$ cat src/hw/rtl/bfie_ram.sv
// ----------------------------------------------------------------------------
// bfie_ram
// Generic single-write, single-read RAM with registered read data.
// ----------------------------------------------------------------------------
module bfie_ram #(
    parameter int  DATA_W = 8,
    parameter int  DEPTH  = 512,
    localparam int ADDR_W = (DEPTH > 1) ? $clog2(DEPTH) : 1
) (
    input  logic              aclk,
    input  logic              we,
    input  logic [ADDR_W-1:0] waddr,
    input  logic [DATA_W-1:0] wdata,
    input  logic              re,
    input  logic [ADDR_W-1:0] raddr,
    output logic [DATA_W-1:0] rdata
);

    logic [DATA_W-1:0] mem [DEPTH];
    logic [DATA_W-1:0] rdata_reg;

    always_ff @(posedge aclk) begin
        if (we) begin
            mem[waddr] <= wdata;
        end
        if (re) begin
            rdata_reg <= mem[raddr];
        end
    end

    assign rdata = rdata_reg;

endmodule

$ cat config.mk
export PLATFORM = sky130hd
export DESIGN_NAME = bfie_ram
export DESIGN_NICKNAME = d
export VERILOG_FILES = /design/src/hw/rtl/bfie_ram.sv
export SDC_FILE = /design/constraint.sdc
export NUM_CORES = 2
export LEC_CHECK = 0
export BUFFER_PORTS_ARGS = -buffer_cell sky130_fd_sc_hd__buf_2
export CAP_MARGIN = 20
export CORE_MARGIN = 2
export CORE_UTILIZATION = 25
export CTS_CLUSTER_SIZE = 16
export DETAILED_ROUTE_END_ITERATION = 12
export GPL_TIMING_DRIVEN = 0
export PLACE_DENSITY_LB_ADDON = 0.2
export SYNTH_ARGS = -nofsm -noshare
export SYNTH_HDL_FRONTEND = slang
export SYNTH_SLANG_ARGS = --single-unit
$ cat constraint.sdc
create_clock -name aclk -period 3.2 [get_ports aclk]
set_input_delay 0.32 -clock aclk [delete_from_list [all_inputs] [get_ports aclk]]
set_output_delay 0.32 -clock aclk [all_outputs]
set_load 0.005 [all_outputs]
==> metrics.cfg <==
[grt]
gr-total-overflow = 0
grt_pass1_vias = 88046
grt_pass1_wl_mm = 880
antenna_found_initial = 98
grt_usage_pct = 20.6
grt_max_degree = 154

[floorplan]
row_count = 293
core_mm2 = 0.637
die_w_um = 804
fp.dieH_um = 804
pin_count = 37
die_area_mm2 = 0.646
initial_utilization_pct = 25.1

[setup_path]
crit_path_max_fanout = 10
start_kind = input pin
max_stage_delay_ns = 0.66
path_cells = buf_4 -> buf_6 -> buf_4 -> buf_4 -> mux2i_1 -> o221ai_1 -> o22ai_1 -> o21ai_0 -> nand4_1 -> nand2_4 -> o2111a_1
cp.arrival_ns = 4.26
crit_top_cell = buf_4
crit_family = compound AO/OA/AOI/OAI gates
slowest_stage = o21ai_0
cp_num_buf_inv = 4
crit_required_ns = 4.03
path_class = in2reg
end_kind = register

[clock_network]
clk_path_buf_depth = 4
root_buffer = clkbuf_16
cts_setup_buffers = 0
insertion_delay_ns = 1.05
clkSlewWorstSetupHoldPaths_ns = 0.06
htree_levels = 5
cts_tree = built
cts_inserted_buffers = 450
clock_sinks = 4104

[synth]
synth-edff-count = 4104
syn_inst = 8030
synth_area_leader_cell = edfxtp_1
ys_ff_latch = 4104
yosysUniqueCellTypes = 50
synthTopCellsByArea = edfxtp_1 (77%), mux4_2 (9.2%), mux2i_1 (5.0%)
yosys-top-cells-count = edfxtp_1 (4104), mux2i_1 (797), mux4_2 (654)
ys_async_sr_fraction_pct = 0
netlist.area_leader.share_pct = 77.0
synth_ff_type = edfxtp_1
synth_area_mm2 = 0.160
synth_warnings = 0
synth_nets = 8059
yosysSeqAreaShare_pct = 77.0
syn_area_per_cell_um2 = 19.9
yosysMostFrequentCell = edfxtp_1

[timing]
tns_ns = -1.53
fin_crit_sh_pct = 107
finalCriticalPeriod_ns = 3.43
worstMarginPinSlew_ns = 1.27
hold_viol = 0
hold_ws_ns = 0.0813
rsz0062_at_grt = true
fmax_ghz = 0.292
finalMaxSlewViolations = 0
setup-violations-final = 16
setup_slack_ns = -0.228
clock_skew_ns = 0.0552
slew_headroom_pct = 15.2

[power_and_ir_drop]
p_switching_mw = 28.1
leakage_nw = 59.2
pwr-share-comb_pct = 6.8
powerDensity_mw_per_mm2 = 624
netSwitchingFraction_pct = 23.7
power.internal_mw = 90.4
clkPwrFrac_pct = 43.2
p_seq_share_pct = 50.0
vdd_drop_max_v = 0.000496
total_power_mw = 118

[layout]
finalNetCount = 8744
drive_gt1_share_pct = 21.6
fillCellCount = 61992
largest_reg_flops = 4096
fin_cells = 17534
areaGrowthSynthToFinish_pct = 18.6
fin_util_pct = 29.8

[drt]
drtAntennaViolNets = 0
drt_iter0_drc = 13981
vias = 91522
drcViolationCount = 0
wire_per_inst_um = 39.3
vias_per_cell = 5.22
wl_mm = 689
firstDrtPassIters = 8

[run]
maxCapViolations = 0

[run_status]
outcome = finished, violations left
violations = negative setup slack

[placement]
io_buffers = 32
dp.cells = 16652
place_congestion = 0.952
hpwl_mm = 496

[worst_hold_path]
worst_hold_path_type = in2reg

==> cell families after synthesis <==
logic type / after synthesis / share of synthesized area (%)
DFF: 4104 / 77.0
and+or+nand+nor: 980 / 2.63
muxes: 1451 / 14.2
buffers and inverters: 516 / 1.85
AOI/OAI and AO/OA: 979 / 4.31
==> metrics by stage <==
stage	worst slack, ns	cell area (um2)
final	-0.228	190000
after global routing	-0.0102	190000
after CTS	-0.00161	190000
after detailed placement	-2.46	175000
after global placement	-6.85	171000
after floorplan	0.769	160000
==> final timing paths <==
path | start | endpoint | slack, ns | cells past startpoint
worst max register to register | mem[57][5] | rdata[5] | 0.01 | 7
worst max-delay path | raddr[0] | rdata[0] | -0.23 | 11
worst min register to register | mem[272][6] | rdata[6] | 1.53 | 6
worst min-delay path | waddr[3] | mem[18][7] | 0.08 | 4
==> cell usage in the layout, fill, tap and decap left out, drive strengths merged, types with 41 or more instances in the layout <==
master	Yosys	routed
a21oi	194	194
a22oi	61	61
buf	248	466
clkbuf	265	835
clkinv	0	203
diode	0	41
edfxtp	4104	4104
mux2i	797	797
mux4	654	654
nand2	111	111
nor2	597	597
nor3	109	109
o21ai	119	119
o221ai	372	372
o22ai	163	163
==> cell type report <==
cell class | count | area (um2) | area share (%)
antenna | 41 | 103 | 0.0540
clock buffer | 569 | 11900 | 6.27
inverter | 3 | 11.3 | 0.00593
multi-input combinational | 3410 | 34300 | 18.1
timing repair buffer | 235 | 3970 | 2.09
clock inverter | 254 | 2330 | 1.23
sequential | 4104 | 123000 | 64.9
tap | 8407 | 10500 | 5.54
buffer | 511 | 3470 | 1.83
==> worst reg2reg max path, delay by kind of cell (launching register included) <==
family	cells	cell delay [ns]
flip-flops	1	0.33
multiplexers	1	0.07
AO/OA/AOI/OAI	3	1.29
AND/OR/NAND/NOR	3	1.28
==> layer usage <==
layer  vias to the layer above  wire (um)  track usage, %
li1                      34967          -               -
met1                     49803     274000            27.1
met2                      5575     310000            32.0
met3                      1153      64700            4.76
met4                        24      40400            10.2
met5                         -        159               0
==> what timing repair did <==
action / CTS / global route
pin swaps: 2 / 2
setup endpoints to repair: 8 / 9
resized for setup: 216 / 25
hold buffers: 12 / 0
endpoints found under the hold margin: 583 / 0
==> power by group through the flow <==
stage	Combinational [mW]	Clock (mW)	Sequential (mW)
floorplan	2.82	0	60.4
global placement	7.28	0	60.9
detailed placement	7.80	0	60.4
CTS	7.90	51.6	59.2
global route	8.03	53.6	59.2
finish	8.06	51.1	59.3
(Power assumes the default switching activity.)
