`src/hw/rtl/bfie_pkg.sv`:
```
// ----------------------------------------------------------------------------
// bfie_pkg
// Shared types and constants for the bit-addressed field pack/unpack store.
// ----------------------------------------------------------------------------
package bfie_pkg;

    localparam int STORE_BYTES = 4096;
    localparam int STORE_BITS  = STORE_BYTES * 8;

    // byte store is spread over eight banks so that five consecutive bytes
    // always sit in different banks
    localparam int NUM_BANKS   = 8;
    localparam int BANK_W      = 3;
    localparam int BANK_DEPTH  = STORE_BYTES / NUM_BANKS;
    localparam int ROW_W       = (BANK_DEPTH > 1) ? $clog2(BANK_DEPTH) : 1;

    localparam int POS_W       = 15;
    localparam int FW_W        = 6;
    localparam int VAL_W       = 32;
    localparam int MAX_FIELD   = 32;
    localparam int WIN_BYTES   = 5;
    localparam int WIN_W       = WIN_BYTES * 8;
    localparam int END_W       = $clog2(STORE_BITS + 64) + 1;

    localparam logic KIND_PACK   = 1'b0;
    localparam logic KIND_UNPACK = 1'b1;

    typedef enum logic [1:0] {
        ST_CLEAR,
        ST_IDLE,
        ST_ACCESS
    } state_t;

    typedef struct packed {
        logic             kind;
        logic [POS_W-1:0] bit_position;
        logic [FW_W-1:0]  field_width;
        logic [VAL_W-1:0] write_value;
    } in_word_t;

    typedef struct packed {
        logic [VAL_W-1:0] read_value;
        logic             range_error;
    } out_word_t;

    typedef struct packed {
        logic [2:0]       bit_off;
        logic [FW_W-1:0]  field_width;
        logic [VAL_W-1:0] write_value;
    } field_ctl_t;

endpackage

```
`src/hw/rtl/bfie_field.sv`:
```
// ----------------------------------------------------------------------------
// bfie_field
// Extracts a field from, and merges a field into, a five-byte window.
// ----------------------------------------------------------------------------
module bfie_field (
    input  bfie_pkg::field_ctl_t             ctl,
    input  logic [bfie_pkg::WIN_W-1:0]       win_in,
    output logic [bfie_pkg::WIN_W-1:0]       win_out,
    output logic [bfie_pkg::VAL_W-1:0]       field_out
);

    logic [bfie_pkg::WIN_W-1:0] shifted;
    logic [bfie_pkg::FW_W-1:0]  lsh;
    logic [bfie_pkg::VAL_W-1:0] ones_top;
    logic [bfie_pkg::VAL_W-1:0] val_top;
    logic [bfie_pkg::WIN_W-1:0] mask;
    logic [bfie_pkg::WIN_W-1:0] val_win;

    // field sits msb first at bit_off below the top of the window
    assign lsh       = bfie_pkg::FW_W'(bfie_pkg::MAX_FIELD) - ctl.field_width;
    assign shifted   = win_in << ctl.bit_off;
    assign field_out = shifted[bfie_pkg::WIN_W-1 -: bfie_pkg::VAL_W] >> lsh;

    assign ones_top  = {bfie_pkg::VAL_W{1'b1}} << lsh;
    assign val_top   = ctl.write_value << lsh;
    assign mask      = {ones_top, 8'h00} >> ctl.bit_off;
    assign val_win   = {val_top, 8'h00} >> ctl.bit_off;
    assign win_out   = (win_in & ~mask) | (val_win & mask);

endmodule

```
`config.mk`:
```
export PLATFORM = sky130hd
export DESIGN_NAME = bfie_field
export DESIGN_NICKNAME = d
export VERILOG_FILES = /design/src/hw/rtl/bfie_pkg.sv /design/src/hw/rtl/bfie_field.sv
export SDC_FILE = /design/constraint.sdc
export NUM_CORES = 1
export LEC_CHECK = 0
export BUFFER_PORTS_ARGS = -buffer_cell sky130_fd_sc_hd__buf_2
export CELL_PAD_IN_SITES_DETAIL_PLACEMENT = 1
export CELL_PAD_IN_SITES_GLOBAL_PLACEMENT = 1
export CORE_ASPECT_RATIO = 0.6
export CORE_MARGIN = 2
export CORE_UTILIZATION = 43
export DETAILED_ROUTE_END_ITERATION = 6
export PLACE_DENSITY = 0.82
export SYNTH_ARGS = -nofsm -noshare
export SYNTH_HDL_FRONTEND = slang
export SYNTH_SLANG_ARGS = --single-unit
export TNS_END_PERCENT = 20
```
`constraint.sdc`:
```
create_clock -name vclk -period 4.2
set_clock_uncertainty 0.15 [all_clocks]
set_input_delay 0 -clock vclk [all_inputs]
set_output_delay 0 -clock vclk [all_outputs]
set_load 0.005 [all_outputs]
```
==> key figures <==
Run status
  – Status: finished clean

Drt
  – Vias per cell: between 7 and 8
  – First DRT Iteration DRCs: 1,155
  – Routed WL per cell: about 27 um
  – Number of remaining DRC errors: 0
  – Final wirelength: around 34,000 um
  – Via count: 8,971
  – Initial DRT Pass Iterations: 6
  – Post-route ant nets: 0

Worst setup path
  – Crit-path max FO: 31
  – CP Capture Type: primary output
  – CP peak stage delay: 0.60 ns
  – Worst path slowest cell: mux4_2
  – Setup CP Type: input port to primary output
  – CP startpoint kind: input port
  – Data required, critical path: around 4 ns
  – CP top delay family: multiplexers
  – Worst EP arrival: around 3.6 ns
  – Buf+Inv Stages, Crit Path: 3
  – Cell Chain, Critical Path: buf_2 -> buf_4 -> mux4_2 -> mux2_2 -> mux2i_1 -> o32ai_1 -> a31oi_1 -> mux2i_1 -> a211oi_1 -> o22ai_1 -> buf_2

Final layout
  – Syn-to-layout area delta: 12.6%
  – Flip-flop and latch area: 0 um^2
  – Num sequential: 0
  – Post-route insts no fill: ~1,300
  – Commonest non-fill, non-tap cell in the layout: buf_2
  – Most frequent cells in the layout: 149 x buf_2, 103 x mux2i_1, 90 x nor2_1
  – Design area: roughly 8300 um^2
  – Clock buffer count: 0
  – Layout cells sized above 1: 0.335
  – Final nets: approximately 1,100

Pwr
  – Pwr Total: roughly 1500 uW
  – Static Leakage: approximately 0.0034 uW
  – PD cells: ~180 nW/um^2
  – Worst IR Drop VDD: 0.0696 mV

Logic synthesis
  – Yosys top cell by area: mux4_2
  – Sequential fraction of the synthesis area: 0
  – Synth Net Count: a little over 1,000
  – Yosys top cell area share: 0.206
  – Synth Cell Area: 7330 um^2
  – Post-Syn Instances: between 900 and 1,000
  – Top post-synthesis cells by area: mux4_2 21%, mux2i_1 14%, mux2_2 10%, nor2_1 4.7%, o21ai_0 4.4%
  – Mux cell area share after synthesis: 0.458
  – Main combinational cell family by area after synthesis: multiplexers
  – Post-synthesis compound-gate area fraction: 0.260
  – Post-synthesis simple-gate area fraction: 0.201
  – Adder-cell share of the synthesized area: 0.00683
  – Post-synthesis xor/xnor area fraction: 0.00461
  – Mean Syn Cell Area: between 7 and 8 um^2
  – Syn. warnings: 0
  – Unique masters post-synth: 72

Floorplanning
  – Core area: between 15,000 and 20,000 um^2
  – Initial cell density of the core: 0.446
  – Die height: between 100 and 150 um
  – Die X: 173 um
  – # IOs: about 150
  – Row count: 36
  – Die ar.: approximately 18,000 um^2

Placement
  – GP Congestion: a little over 1
  – Dpl hpwl: approximately 27,000 um
  – Port buffer count: roughly 150
  – Placed Cells: roughly 1,300
  – Area post-placement: a little over 8000 um^2

Global route
  – Grt total ovfl: 0
  – First-pass GRT wire length: 51,700 um
  – Largest net degree at the start of global routing: 70
  – Tot GR Track Use: 0.360
  – Initial antenna violation count: 3
  – Vias in the first global route: 8,491

Worst hold path
  – Hold Crit Class: input port to primary output

STA
  – Crit share post-route: 0.891
  – Setup TNS: 0 ns
  – Setup Viol. Count Final: 0
  – Actual slew at the worst max-slew pin: 1.11 ns
  – Relative slew slack: 0.261
  – Fin crit period: approximately 3.7 ns
  – Slew Viols, Final: 0
  – FMAX: 267 MHz
  – Hold Violations, Final: 0
  – RSZ-0062 raised after global routing: false

Clocking
  – CTS Hold Bufs: 1
  – Post-CTS setup buffers: 0
  – CTS resizes: 0

Flow run
  – Max-cap viol count: 0
==> metrics by stage <==
| stage | utilization | hold slack, ns | worst slack (ns) |
|---|---|---|---|
| finish | 0.502 | 0.187 | 0.456 |
| global route | 0.502 | 0.210 | 0.303 |
| CTS | 0.502 | 0.184 | 0.608 |
| detailed placement | 0.501 | -0.150 | 0.590 |
| global placement | 0.501 | -0.150 | 0.618 |
| floorplan | - | -0.0692 | 0.295 |
==> cell type report <==
class                           instances  area [um^2]
Fill cell                            2105         8190
Multi-Input combinational cell        839         6830
Timing Repair Buffer                  190         1070
Tap cell                              228          285
Inverter                               17         63.8
Antenna cell                            1         2.50
==> cells in the mapped netlist (10+ instances only) <==
| cell type | count |
|---|---|
| a211oi_1 | 15 |
| a21oi_1 | 53 |
| nand2_1 | 85 |
| o211ai_1 | 10 |
| a22oi_1 | 12 |
| inv_1 | 13 |
| o21ai_0 | 65 |
| mux2i_1 | 103 |
| nor3_1 | 32 |
| a31oi_1 | 10 |
| nand2b_1 | 10 |
| and2_1 | 16 |
| mux2_2 | 66 |
| buf_2 | 31 |
| nand3_1 | 32 |
| nor2_1 | 91 |
| buf_1 | 12 |
| clkbuf_1 | 44 |
| a21o_1 | 10 |
| mux4_2 | 67 |
| o22ai_1 | 12 |
==> path summary, 6_finish.rpt <==
path	startpoint	to	slack, ns	depth (start not counted)
hold / removal	win_in[39]	win_out[39]	0.19	3
setup / recovery	ctl[32]	win_out[32]	0.46	11
==> per-layer routing <==
layer	GRT usage	up-vias	wire, um
met2	0.531	599	14300
met3	0.108	55	4760
met1	0.522	4409	14800
met4	0.0556	2	532
met5	0	-	11
li1	-	3906	-
==> where the power goes <==
group,leakage (uW),internal (uW),switching (uW),total (uW)
combinational,0.00339,597,909,1510
sequential,0,0,0,0
clock,0.00000000634,0.000124,0,0.000124
total,0.00339,597,909,1510
==> cells by family after synthesis <==
kind of cell	after synthesis
buffers and inverters	114
muxes	241
AOI/OAI and AO/OA	278
xor gates and xnor gates	3
and+or+nand+nor	313
adders and majority gates	4
Power figures use the tool's default switching activity.
